### src/hdl/mssd_pkg.sv
// ----------------------------------------------------------------------------
// mssd_pkg
// Shared types and constants for the system stream demux.
// ----------------------------------------------------------------------------
package mssd_pkg;

  typedef enum logic [1:0] {
    KIND_PAYLOAD = 2'd0,
    KIND_PTS     = 2'd1,
    KIND_END     = 2'd2,
    KIND_ERROR   = 2'd3
  } kind_t;

  typedef enum logic [1:0] {
    ERR_SYNC      = 2'd0,
    ERR_STREAM_ID = 2'd1,
    ERR_PACK      = 2'd2,
    ERR_NOT_SYS   = 2'd3
  } err_t;

  typedef enum logic [3:0] {
    PH_SKIP    = 4'd0,
    PH_DATA    = 4'd1,
    PH_HUNT    = 4'd2,
    PH_TSHDR   = 4'd3,
    PH_PACK    = 4'd4,
    PH_OTHER   = 4'd5,
    PH_PES     = 4'd6,
    PH_PES2    = 4'd7,
    PH_PES1S   = 4'd8,
    PH_PES1STD = 4'd9,
    PH_PES1X   = 4'd10
  } phase_t;

  localparam logic [7:0]  SYNC_BYTE  = 8'h47;
  localparam logic [7:0]  SID_END    = 8'hb9;
  localparam logic [7:0]  SID_PACK   = 8'hba;
  localparam logic [7:0]  SID_VID_LO = 8'he0;
  localparam logic [7:0]  SID_VID_HI = 8'hef;

  localparam logic [1:0] ADDR_PID   = 2'd0;
  localparam logic [1:0] ADDR_TRACK = 2'd1;

  typedef struct packed {
    logic        valid;
    kind_t       kind;
    logic [7:0]  data;
    logic [31:0] pts;
    err_t        err;
  } result_t;

endpackage

### src/hdl/mpeg_system_stream_demux.sv
// A byte in the input register is parsed when the parser steps; any result word
// is registered in the output slot and offered on out_valid until taken.
// Throughput: one byte per cycle while words are taken; a waiting word stalls the
// parser, and the input register then holds one more byte.
// The parser state is updated once per byte from the input register.
// rst (sync): all but data regs cleared, parser in skip, start code shift all ones.
// ----------------------------------------------------------------------------
// mpeg_system_stream_demux
// Byte-wide MPEG transport/program stream demux to the video elementary stream.
// ----------------------------------------------------------------------------
module mpeg_system_stream_demux #(
  parameter int TS_PACKET_BYTES = 188
) (
  input  logic        clk,
  input  logic        rst,
  input  logic        psel,
  input  logic        penable,
  input  logic        pwrite,
  input  logic [2:0]  paddr,
  input  logic [31:0] pwdata,
  output logic [31:0] prdata,
  output logic        pready,
  input  logic        in_valid,
  output logic        in_ready,
  input  logic [7:0]  stream_byte,
  output logic        out_valid,
  input  logic        out_ready,
  output logic [1:0]  result_kind,
  output logic [7:0]  payload_byte,
  output logic [31:0] pts_value,
  output logic [1:0]  error_code
);
  import mssd_pkg::*;

  logic [12:0] transport_pid;
  logic [7:0]  stream_track;
  logic        ib_valid;
  logic [7:0]  ib_data;
  logic        step;
  result_t     res;
  result_t     ob;

  mssd_regs u_regs (
    .clk, .rst, .psel, .penable, .pwrite, .paddr, .pwdata, .prdata, .pready,
    .transport_pid, .stream_track
  );

  // input word moves into the parser when the output slot can take its result
  assign step = ib_valid && (!ob.valid || out_ready);
  assign in_ready = !ib_valid || step;

  always_ff @(posedge clk) begin
    if (rst) begin
      ib_valid <= 1'b0;
    end else if (in_ready) begin
      ib_valid <= in_valid;
    end
    if (in_ready && in_valid) ib_data <= stream_byte;
  end

  mssd_parser #(.TS_PACKET_BYTES(TS_PACKET_BYTES)) u_parser (
    .clk, .rst, .step, .b(ib_data), .transport_pid, .stream_track, .res
  );

  always_ff @(posedge clk) begin
    if (rst) begin
      ob.valid <= 1'b0;
    end else if (!ob.valid || out_ready) begin
      ob.valid <= res.valid;
    end
    if (!ob.valid || out_ready) begin
      ob.kind <= res.kind;
      ob.data <= res.data;
      ob.pts  <= res.pts;
      ob.err  <= res.err;
    end
  end

  assign out_valid    = ob.valid;
  assign result_kind  = ob.kind;
  assign payload_byte = ob.data;
  assign pts_value    = ob.pts;
  assign error_code   = ob.err;
endmodule

### src/hdl/mssd_regs.sv
// ----------------------------------------------------------------------------
// mssd_regs
// APB register file holding the PID and track selects.
// ----------------------------------------------------------------------------
module mssd_regs (
  input  logic        clk,
  input  logic        rst,
  input  logic        psel,
  input  logic        penable,
  input  logic        pwrite,
  input  logic [2:0]  paddr,
  input  logic [31:0] pwdata,
  output logic [31:0] prdata,
  output logic        pready,
  output logic [12:0] transport_pid,
  output logic [7:0]  stream_track
);
  import mssd_pkg::*;

  logic wr;
  assign wr = psel && penable && pwrite;
  assign pready = 1'b1;

  always_ff @(posedge clk) begin
    if (rst) begin
      transport_pid <= '0;
      stream_track  <= '0;
    end else if (wr) begin
      if ({1'b0, paddr[2]} == ADDR_PID && paddr[1:0] == 2'b00) begin
        transport_pid <= pwdata[12:0];
      end
      if ({1'b0, paddr[2]} == ADDR_TRACK && paddr[1:0] == 2'b00) begin
        stream_track <= pwdata[7:0];
      end
    end
  end

  always_comb begin
    prdata = '0;
    if ({1'b0, paddr[2]} == ADDR_PID && paddr[1:0] == 2'b00) begin
      prdata = {19'd0, transport_pid};
    end else if ({1'b0, paddr[2]} == ADDR_TRACK && paddr[1:0] == 2'b00) begin
      prdata = {24'd0, stream_track};
    end
  end
endmodule

### src/hdl/mssd_parser.sv
// ----------------------------------------------------------------------------
// mssd_parser
// Per-byte stream parser: packet framing, PES header walk, result select.
// ----------------------------------------------------------------------------
module mssd_parser #(
  parameter int TS_PACKET_BYTES = 188
) (
  input  logic              clk,
  input  logic              rst,
  input  logic              step,
  input  logic [7:0]        b,
  input  logic [12:0]       transport_pid,
  input  logic [7:0]        stream_track,
  output mssd_pkg::result_t res
);
  import mssd_pkg::*;

  localparam logic [8:0] PKT = 9'(TS_PACKET_BYTES);

  logic [7:0]  packet_position, packet_position_next;
  logic [3:0]  packet_flags, packet_flags_next;
  logic [7:0]  adaptation_skip, adaptation_skip_next;
  phase_t      parse_phase, parse_phase_next;
  logic [23:0] start_code_shift, start_code_shift_next;
  logic [8:0]  header_index, header_index_next;
  logic [8:0]  header_target, header_target_next;
  logic [16:0] remaining_bytes, remaining_bytes_next;
  logic [31:0] pts_accumulator, pts_accumulator_next;
  logic [3:0]  header_flags, header_flags_next;
  logic [15:0] pes_length, pes_length_next;
  logic [4:0]  pid_high, pid_high_next;

  phase_t      ph;
  logic        ts;
  logic [8:0]  pos, idx, f, o, start;
  logic [17:0] d;
  logic [3:0]  extra;
  logic        dsp;
  logic        pdone;
  logic [8:0]  pdone_len;
  logic        pflag;
  logic [8:0]  pflag_idx;
  logic        pstuff;
  logic        parse_en;
  logic        pbegin;
  logic        pbegin_us;

  always_comb begin
    packet_position_next  = packet_position;
    packet_flags_next     = packet_flags;
    adaptation_skip_next  = adaptation_skip;
    parse_phase_next      = parse_phase;
    start_code_shift_next = start_code_shift;
    header_index_next     = header_index;
    header_target_next    = header_target;
    remaining_bytes_next  = remaining_bytes;
    pts_accumulator_next  = pts_accumulator;
    header_flags_next     = header_flags;
    pes_length_next       = pes_length;
    pid_high_next         = pid_high;
    res = '0;
    ts = transport_pid != 13'd0;
    ph = parse_phase;
    pos = {1'b0, packet_position};
    idx = header_index;
    f = '0;
    o = '0;
    start = '0;
    d = '0;
    extra = '0;
    dsp = 1'b0;
    pdone = 1'b0;
    pdone_len = '0;
    pflag = 1'b0;
    pflag_idx = '0;
    pstuff = 1'b0;
    parse_en = 1'b0;
    pbegin = 1'b0;
    pbegin_us = 1'b0;

    if (ts) begin
      if (pos >= PKT) pos = '0;
      if (pos == 9'd0) begin
        if (b != SYNC_BYTE) begin
          packet_position_next = '0;
          res = '{1'b1, KIND_ERROR, 8'd0, 32'd0, ERR_SYNC};
        end else begin
          packet_flags_next = '0;
          adaptation_skip_next = '0;
          packet_position_next = 8'd1;
        end
      end else begin
        packet_position_next = (pos + 9'd1 >= PKT) ? 8'd0 : 8'(pos + 9'd1);
        if (pos == 9'd1) begin
          pid_high_next = b[4:0];
          packet_flags_next = {3'b000, b[6]};
        end else if (pos == 9'd2) begin
          if ({pid_high, b} == transport_pid) packet_flags_next[3] = 1'b1;
        end else if (pos == 9'd3) begin
          if (packet_flags[3]) begin
            if (b[4]) packet_flags_next[2] = 1'b1;
            if (b[5]) begin
              packet_flags_next[1] = 1'b1;
            end else if (b[4]) begin
              pbegin = 1'b1;
              pbegin_us = packet_flags[0];
              adaptation_skip_next = 8'd4;
            end
          end
        end else if (pos == 9'd4 && packet_flags[1]) begin
          start = 9'd5 + 9'(b);
          if (packet_flags[2] && start <= PKT) begin
            pbegin = 1'b1;
            pbegin_us = packet_flags[0];
            if (start < PKT) adaptation_skip_next = start[7:0];
          end
        end else if (adaptation_skip != 8'd0 && pos >= {1'b0, adaptation_skip}) begin
          parse_en = 1'b1;
        end
      end
      if (pbegin) begin
        if (pbegin_us) begin
          parse_phase_next = PH_TSHDR;
          header_index_next = '0;
        end else if (parse_phase == PH_TSHDR && header_index == 9'd0) begin
          parse_phase_next = PH_SKIP;
        end
      end
    end else if (stream_track != 8'd0) begin
      parse_en = 1'b1;
    end else begin
      res = '{1'b1, KIND_PAYLOAD, b, 32'd0, ERR_SYNC};
    end

    if (parse_en) begin
      if (ts && ph == PH_HUNT) ph = PH_SKIP;
      if (!ts && ph == PH_TSHDR) ph = PH_HUNT;
      parse_phase_next = ph;
      if (ph == PH_DATA || ph == PH_SKIP) begin
        if (ts) begin
          if (ph == PH_DATA) res = '{1'b1, KIND_PAYLOAD, b, 32'd0, ERR_SYNC};
        end else if (remaining_bytes != '0) begin
          remaining_bytes_next = remaining_bytes - 17'd1;
          if (remaining_bytes == 17'd1) parse_phase_next = PH_HUNT;
          if (ph == PH_DATA) res = '{1'b1, KIND_PAYLOAD, b, 32'd0, ERR_SYNC};
        end else begin
          ph = PH_HUNT;
          parse_phase_next = PH_HUNT;
        end
      end
      if (ph == PH_HUNT) begin
        if (start_code_shift == 24'd1) begin
          start_code_shift_next = 24'hffffff;
          dsp = 1'b1;
        end else begin
          start_code_shift_next = {start_code_shift[15:0], b};
        end
      end else if (ph != PH_DATA && ph != PH_SKIP) begin
        header_index_next = idx + 9'd1;
        case (ph)
          PH_TSHDR: begin
            if ((idx < 9'd2 && b != 8'd0) || (idx == 9'd2 && b != 8'd1)) begin
              parse_phase_next = PH_SKIP;
            end else if (idx >= 9'd3) begin
              dsp = 1'b1;
            end
          end
          PH_PACK: begin
            if (idx == 9'd4) begin
              header_flags_next = (b[7:6] == 2'b01) ? 4'd1 :
                                  ((b[7:4] == 4'h2) ? 4'd2 : 4'd0);
            end
            if (idx == 9'd11 && header_flags != 4'd1) begin
              parse_phase_next = PH_HUNT;
              if (header_flags != 4'd2) res = '{1'b1, KIND_ERROR, 8'd0, 32'd0, ERR_PACK};
            end else begin
              if (idx == 9'd13) header_target_next = 9'd14 + 9'(b[2:0]);
              if (idx >= 9'd13 && idx + 9'd1 >= header_target_next)
                parse_phase_next = PH_HUNT;
            end
          end
          PH_OTHER: begin
            if (idx == 9'd4) begin
              remaining_bytes_next = {1'b0, b, 8'd0};
            end else if (idx >= 9'd5) begin
              remaining_bytes_next = remaining_bytes | 17'(b);
              parse_phase_next = (remaining_bytes_next != '0) ? PH_SKIP : PH_HUNT;
            end
          end
          PH_PES: begin
            if (idx == 9'd4) pes_length_next = {b, 8'd0};
            else if (idx == 9'd5) pes_length_next = pes_length | 16'(b);
            else if (idx >= 9'd6) begin
              if (b[7:6] == 2'b10) parse_phase_next = PH_PES2;
              else pstuff = 1'b1;
            end
          end
          PH_PES2: begin
            if (idx == 9'd7) header_flags_next = {3'd0, b[7]};
            else if (idx == 9'd8) begin
              header_target_next = 9'd9 + 9'(b);
              if (b < 8'd5) header_flags_next = '0;
            end else if (idx == 9'd9) pts_accumulator_next = {b[2:1], 30'd0};
            else if (idx == 9'd10) pts_accumulator_next = pts_accumulator | {2'd0, b, 22'd0};
            else if (idx == 9'd11)
              pts_accumulator_next = pts_accumulator | {10'd0, b[7:1], 15'd0};
            else if (idx == 9'd12) pts_accumulator_next = pts_accumulator | {17'd0, b, 7'd0};
            else if (idx == 9'd13) begin
              pts_accumulator_next = pts_accumulator | {25'd0, b[7:1]};
              if (header_flags[0])
                res = '{1'b1, KIND_PTS, 8'd0, pts_accumulator_next, ERR_SYNC};
            end
            if (idx >= 9'd8 && idx + 9'd1 >= header_target_next) begin
              pdone = 1'b1;
              pdone_len = idx + 9'd1;
            end
          end
          PH_PES1S: pstuff = 1'b1;
          PH_PES1STD: begin
            if (idx >= header_target) begin
              pflag = 1'b1;
              pflag_idx = idx;
            end
          end
          PH_PES1X: begin
            f = header_target - (header_flags[1] ? 9'd10 : 9'd5);
            o = idx - f;
            if (o == 9'd1) pts_accumulator_next = pts_accumulator | {2'd0, b, 22'd0};
            else if (o == 9'd2)
              pts_accumulator_next = pts_accumulator | {10'd0, b[7:1], 15'd0};
            else if (o == 9'd3) pts_accumulator_next = pts_accumulator | {17'd0, b, 7'd0};
            else if (o == 9'd4) begin
              pts_accumulator_next = pts_accumulator | {25'd0, b[7:1]};
              res = '{1'b1, KIND_PTS, 8'd0, pts_accumulator_next, ERR_SYNC};
            end
            if (idx + 9'd1 >= header_target) begin
              pdone = 1'b1;
              pdone_len = idx + 9'd1;
            end
          end
          default: parse_phase_next = PH_SKIP;
        endcase
        if (pstuff) begin
          if (idx < 9'd22 && b == 8'hff) begin
            parse_phase_next = PH_PES1S;
          end else if (b[7:6] == 2'b01) begin
            parse_phase_next = PH_PES1STD;
            header_target_next = idx + 9'd2;
          end else begin
            pflag = 1'b1;
            pflag_idx = idx;
          end
        end
        if (pflag) begin
          extra = (b[7:4] == 4'h2) ? 4'd4 : ((b[7:4] == 4'h3) ? 4'd9 : 4'd0);
          if (extra == 4'd0) begin
            pdone = 1'b1;
            pdone_len = pflag_idx + 9'd1;
          end else begin
            pts_accumulator_next = {b[2:1], 30'd0};
            header_flags_next = (extra == 4'd9) ? 4'd2 : 4'd0;
            header_target_next = pflag_idx + 9'd1 + 9'(extra);
            parse_phase_next = PH_PES1X;
          end
        end
        if (pdone) begin
          if (ts) begin
            parse_phase_next = PH_DATA;
            remaining_bytes_next = '0;
          end else begin
            d = 18'd6 + 18'(pes_length) - 18'(pdone_len);
            if (!d[17] && d != '0) begin
              parse_phase_next = PH_DATA;
              remaining_bytes_next = d[16:0];
            end else begin
              parse_phase_next = PH_HUNT;
              remaining_bytes_next = '0;
            end
          end
        end
      end
      if (dsp) begin
        header_index_next = 9'd4;
        header_flags_next = '0;
        header_target_next = '0;
        if (ts) begin
          if (b >= SID_VID_LO && b <= SID_VID_HI) parse_phase_next = PH_PES;
          else begin
            parse_phase_next = PH_SKIP;
            res = '{1'b1, KIND_ERROR, 8'd0, 32'd0, ERR_STREAM_ID};
          end
        end else if (b == SID_END) begin
          parse_phase_next = PH_HUNT;
          res = '{1'b1, KIND_END, 8'd0, 32'd0, ERR_SYNC};
        end else if (b == SID_PACK) begin
          parse_phase_next = PH_PACK;
        end else if (b == stream_track) begin
          parse_phase_next = PH_PES;
        end else if (b < SID_END) begin
          parse_phase_next = PH_HUNT;
          res = '{1'b1, KIND_ERROR, 8'd0, 32'd0, ERR_NOT_SYS};
        end else begin
          parse_phase_next = PH_OTHER;
        end
      end
    end
    if (!step) res.valid = 1'b0;
  end

  always_ff @(posedge clk) begin
    if (rst) begin
      packet_position  <= '0;
      packet_flags     <= '0;
      adaptation_skip  <= '0;
      parse_phase      <= PH_SKIP;
      start_code_shift <= 24'hffffff;
      header_index     <= '0;
      header_target    <= '0;
      remaining_bytes  <= '0;
      pts_accumulator  <= '0;
      header_flags     <= '0;
      pes_length       <= '0;
      pid_high         <= '0;
    end else if (step) begin
      packet_position  <= packet_position_next;
      packet_flags     <= packet_flags_next;
      adaptation_skip  <= adaptation_skip_next;
      parse_phase      <= parse_phase_next;
      start_code_shift <= start_code_shift_next;
      header_index     <= header_index_next;
      header_target    <= header_target_next;
      remaining_bytes  <= remaining_bytes_next;
      pts_accumulator  <= pts_accumulator_next;
      header_flags     <= header_flags_next;
      pes_length       <= pes_length_next;
      pid_high         <= pid_high_next;
    end
  end
endmodule
### config.mk
export PLATFORM = sky130hd
export DESIGN_NAME = mpeg_system_stream_demux
export DESIGN_NICKNAME = d
export VERILOG_FILES = /design/src/hdl/mssd_pkg.sv /design/src/hdl/mpeg_system_stream_demux.sv /design/src/hdl/mssd_regs.sv /design/src/hdl/mssd_parser.sv
export SDC_FILE = /design/constraint.sdc
export NUM_CORES = 1
export LEC_CHECK = 0
export BUFFER_PORTS_ARGS = -buffer_cell sky130_fd_sc_hd__clkbuf_2
export CORE_MARGIN = 2
export CORE_UTILIZATION = 40
export CTS_CLUSTER_DIAMETER = 80
export DETAILED_ROUTE_END_ITERATION = 8
export PLACE_DENSITY = 0.66
export SKIP_CTS_REPAIR_TIMING = 1
export SYNTH_ARGS = -nofsm -noshare
export SYNTH_HDL_FRONTEND = slang
export SYNTH_SLANG_ARGS = --single-unit
export TNS_END_PERCENT = 1
### constraint.sdc
create_clock -name clk -period 16.9 [get_ports clk]
set_input_delay 1.69 -clock clk [delete_from_list [all_inputs] [get_ports clk]]
set_output_delay 1.69 -clock clk [all_outputs]
set_load 0.005 [all_outputs]
-- Word level (Yosys, flattened, before mapping)
Cells that the tools add are included.
- flip-flop bits (word level): 215
- input port bits: 50
- output and inout port bits: 79
- eq/ne operators: 56
- multiplexer cells: 256
- $lt $le $gt $ge: 20
- bitwise logic cells: 9
- reduce and logical (&&, ||, !) cells: 73
- add/sub/neg operators: 13
- operator list (cell ; count):
    $mux 45 ; 32
    $mux 32 ; 14
    $mux 9 ; 44
    $mux 4 ; 55
    $mux 17 ; 11
    $pmux 45 s3 ; 1
    $mux 8 ; 15
    $mux 1 ; 64
    $pmux 32 s2 ; 1
    $eq 9x4->1 const B ; 6
    $eq 9x2->1 const B ; 5
    $eq 9x3->1 const B ; 5
    $ge 9x9->1 ; 4
    $pmux 9 s2 ; 2
    $reduce_bool 17->1 ; 2
    $mux 16 ; 2
    $or 32x15->32 ; 1
    $or 32x22->32 ; 1
    $or 32x30->32 ; 1
    $or 32x7->32 ; 1
    $reduce_bool 3->1 ; 10
    $eq 4x2->1 const B ; 7
    $add 9x1->9 const B ; 3
    $eq 24x1->1 const B ; 1
    other kinds (68) ; 139

-- Depth between registers and ports, before layout
- depth in word-level cells: 46
- depth in mapped cells: 28
- gate-level depth less buffers: 25

-- By module
Synthesis repeated with hierarchy kept, for this count alone.
- cells, all modules: 1927
- area total of the unflattened synthesis: 15831.4 um^2
- modules (own cells, without submodules) (module ; sequential area each (um^2) ; area an instance (um^2) ; times used ; cells an instance):
    mssd_parser ; 2802.7 ; 12923.6 ; 1 ; 1731
    mpeg_system_stream_demux ; 1601.5 ; 1645.3 ; 1 ; 62
    mssd_regs ; 420.4 ; 1262.5 ; 1 ; 134

-- Worst setup path after synthesis
No wires, ideal clock.
- kind: register to register
- start point: register u_parser.header_index[8]
- end point: register u_parser.parse_phase[0]
- stages on the path, launching flop included: 26
- required time: 16.771 ns
- slack: 10.754 ns
- path buffers: 4
- setup time: 0.129 ns
- data arrival time: 6.017 ns
- path through: dfxtp_1 -> clkbuf_1 -> nor4_1 -> nand4_1 -> clkbuf_1 -> nor3b_1 -> a21oi_1 -> ha_1 -> o2111ai_1 -> a21o_1 -> a2111oi_0 -> a211o_1 -> buf_2 -> clkbuf_1 -> a22o_1 -> inv_1 -> ha_1 -> nor2b_1 -> o31a_1 -> o21ai_0 -> o211ai_1 -> mux2i_1 -> or4_1 -> a2111oi_0 -> or2_2 -> a211oi_1
- cells in the longest elaborated chain, start to end: 28
- elaborated cells between the ends (all ways): 113
- classes of those cells: add/sub: 3; order compare: 11; eq/ne: 7; mux: 78; reduce/logical: 14
- RTL lines (item ; line ; text):
    start, declared ; mssd_parser.sv:25 ; logic [8:0] header_index, header_index_next;
    start signal, assigned ; mssd_parser.sv:330 ; header_index <= header_index_next;
    $ge 9x3->1 ; mssd_parser.sv:193 ; else if (idx >= 9'd6) begin
    $mux 1 ; mssd_parser.sv:193 ;
    $mux 1 ; mssd_parser.sv:192 ; else if (idx == 9'd5) pes_length_next = pes_length | 16'(b);
    $mux 1 ; mssd_parser.sv:191 ; if (idx == 9'd4) pes_length_next = {b, 8'd0};
    $pmux 1 s2 ; mssd_parser.sv:160 ; case (ph)
    $mux 1 ; mssd_parser.sv:158 ; end else if (ph != PH_DATA && ph != PH_SKIP) begin
    $mux 1 ; mssd_parser.sv:151 ; if (ph == PH_HUNT) begin
    $mux 1 ; mssd_parser.sv:135 ; if (parse_en) begin
    (+12 left out) ; - ;
    $logic_and 1x1->1 ; mssd_parser.sv:272 ; if (!d[17] && d != '0) begin
    $mux 2 ; mssd_parser.sv:272 ;
    $mux 4 ; mssd_parser.sv:267 ; if (ts) begin
    $mux 4 ; mssd_parser.sv:266 ; if (pdone) begin
    $mux 4 ; mssd_parser.sv:158 ;
    $mux 4 ; mssd_parser.sv:151 ;
    $mux 4 ; mssd_parser.sv:282 ; if (dsp) begin
    $mux 4 ; mssd_parser.sv:135 ;
    end signal, assigned ; mssd_parser.sv:328 ; parse_phase <= parse_phase_next;
    end, declared ; mssd_parser.sv:23 ; phase_t parse_phase, parse_phase_next;
Several ways; a longest one is shown, not always the timed one. The select of a mux whose other input is x is not followed.
A chain may end at the register's enable or synchronous reset.

-- Final worst setup path
- start point: register u_parser.header_index[3]
- end point: register u_parser.parse_phase[1]
Same word-level chain as after synthesis.

==> reports/summary.txt <==
H-tree depth: 1
Syn Area/Cell: 7.88 sq um
GRT Residual Overflow: 0
Top cells by area, synth: dfxtp_1, edfxtp_1, ha_1
Layout Utilization: 45.2%
Fin Clk Skew: 0.0209 ns
Mapped Cells: 1962
WS Path Type: register to register
GR Util met3: 3.77%
Grt met2 use: 38.3%
Storage cell area: 4820 sq um
DR pass1 iterations: 6
Clock buffer depth: 3
WP buf/inv: 3
Synth Flop Type: dfxtp_1
Synth-to-Final Area Change: 10.8%
Most common library cell in the layout ignoring fill and taps: nor2_1
CP max FO: 17
Power per cell area: 72.9 nW/um^2
Top cell type's share of synthesized area: 21.1%
Worst path max stage delay: 0.74 ns
Total GRT Usage: 24.0%
Total CTS buffers: 26
Final setup fails: 0
GR Util met1: 32.4%
Synth unique cells: 85
Startpoint Class: register
Largest net degree at the start of global routing: 75
Final Hold Vio Count: 0
Busiest grt layer: met2
Ys async rst share: 0%
Final nets: 2141
Worst-margin pin slew: 1.32 ns
WP data arrival: 8.05 ns
Placer congestion estimate: 0.980
DP HPWL: 35.1 mm
Status: completed
Hold Path Class: register to register
Slew Limit Fails: 0
First-pass GRT wire length: 78.9 mm
Fin crit share: 44.9%
Via-to-Cell Ratio: 5.99
# rows: 71
#FFs+latches synth: 215
Mapped Area: 15500 sq um
Cell taking the most area after synthesis: dfxtp_1
Die X-Extent: 201 um
Worst path most repeated cell: o211ai_1
Vias in the first global route: 14.3k
Initial cell density of the core: 40.8%
Via count: 15.1k
Fraction of layout cells with a size suffix above 1: 9.43%
Iteration-0 DRC count of the detailed router: 1523
Max Fclk: 0.132 GHz
RSZ-0062 raised after global routing: no
Post-synth EDFFs: 52
Max_cap viols: 0
Filler Cells Inserted: 3788
CTS tree: done
Delay-heaviest family, CP: compound AO/OA/AOI/OAI gates
IO buf count: 89
Footprint of the multi-input gates: 9840 sq um
Total Neg Setup Slack: 0 ns
Cell Chain, Critical Path: inv_1 > nor2_1 > nand2_1 > nor2_1 > xor2_1 > ha_1 > o21ai_0 > nand2b_1 > a21oi_1 > a2111oi_0 > a211o_1 > a22o_1 > inv_1 > ha_1 > nor2b_1 > o31a_1 > o21ai_0 > o211ai_1 > mux2i_1 > or4_1 > a2111oi_0 > buf_4 > o211ai_1 > o211ai_1
Drt drc: 0
Sequential area share after synthesis: 31.2%
Slowest cell on crit path: xor2_1
Fin crit period: 7.59 ns
Wirelength per Cell: 19.9 um
Syn. warnings: 0
Initial antenna violation count: 0
IO Pins: 129
Clock slew at reported path FFs: 0.06 ns
Clock latency at the later pin of the worst-skew pair: 0.56 ns
Post-Route WL: 50.2 mm
Worst slew margin: 11.6%
Worst IR Drop VDD: 0.0000684 V
Die area: 40200 sq um
Static leakage: 6.66 nW
Setup crit end kind: register
ANT nets after route: 0
Core ar.: 37800 sq um
CTS sink cnt: 215
Flop-to-flop setup slack: 9.31 ns
Root buffer selected by CTS: clkbuf_16
Die extent in y: 201 um
Antenna fix cells: 0
WP data required: 17.36 ns
Most frequent cells in the layout: nor2_1, a21oi_1, dfxtp_1
==> synthesized netlist by cell type (all sizes together) (17+ instances only) <==
cell type,instances
nor4,29
o21a,28
nand2b,24
and3,20
clkbuf,94
o21ai,112
mux2i,41
a21oi,181
nor2,232
a31oi,18
xor2,35
inv,63
xnor2,57
a21o,17
o22ai,17
edfxtp,52
ha,90
nand3,51
nor3,97
nand4,21
buf,41
and2,57
a211oi,30
nand2,162
dfxtp,163
==> logic make-up after synthesis <==
family                     after synthesis  synth area share, %
AOI/OAI and AO/OA                      542                 22.7
xor gates and xnor gates                92                 5.21
muxes                                   44                 2.87
DFF                                    215                 31.2
adders and majority gates               97                 8.19
buffers and inverters                  201                 5.54
other                                    2               0.0486
and+or+nand+nor                        769                 24.2
==> final timing paths <==
kind                                                from                       end  depth (start not counted)
worst min register to register  u_parser.header_flags[3]  u_parser.header_flags[3]                          1
worst min-delay path            u_parser.header_flags[3]  u_parser.header_flags[3]                          1
worst max-delay path            u_parser.header_index[3]   u_parser.parse_phase[1]                         24
worst max register to register  u_parser.header_index[3]   u_parser.parse_phase[1]                         24
==> where the power goes <==
group / switching [W] / leakage, nW / internal [W] / total, W
logic: 0.0000847 / 4.34 / 0.0000414 / 0.000126
clock network: 0.000239 / 0.410 / 0.000340 / 0.000579
registers: 0.00000594 / 1.91 / 0.000536 / 0.000542
==> metal layers <==
| metal | share of wire (%) | routed length [um] |
|---|---|---|
| met1 | 44 | 22100 |
| met2 | 44 | 22100 |
| met3 | 7.7 | 3840 |
| met4 | 4.2 | 2110 |
| met5 | 0 | 0 |
==> per-stage QoR <==
step                instance area (sq um)  worst slack, ns  hold WS, ns  total power, W  cells
floorplan                           15500            10.75        0.431        0.000639   1980
global placement                    16200             9.66        0.446        0.000674   2477
detailed placement                  16200             9.55        0.445        0.000676   2477
CTS                                 17100             9.49        0.465         0.00125   2525
global route                        17100             8.96        0.484         0.00129   2525
finish                              17100             9.31        0.464         0.00125   2525
==> cell type report <==
class | instances | share of cell area, %
timing repair buffer | 121 | 4.02
clock buffer | 31 | 4.03
clock inverter | 17 | 1.10
multi-input combinational | 1564 | 57.5
sequential | 215 | 28.2
tap | 511 | 3.73
inverter | 66 | 1.45
==> state kept, by name (all words and copies together), names as in the netlist, 9 cells and up <==
signal / count
pts_value: 32
u_parser.pts_accumulator: 32
u_parser.start_code_shift: 24
u_parser.remaining_bytes: 17
u_parser.pes_length: 16
u_regs.transport_pid: 13
u_parser.header_index: 9
u_parser.header_target: 9
(Power assumes the default switching activity.)
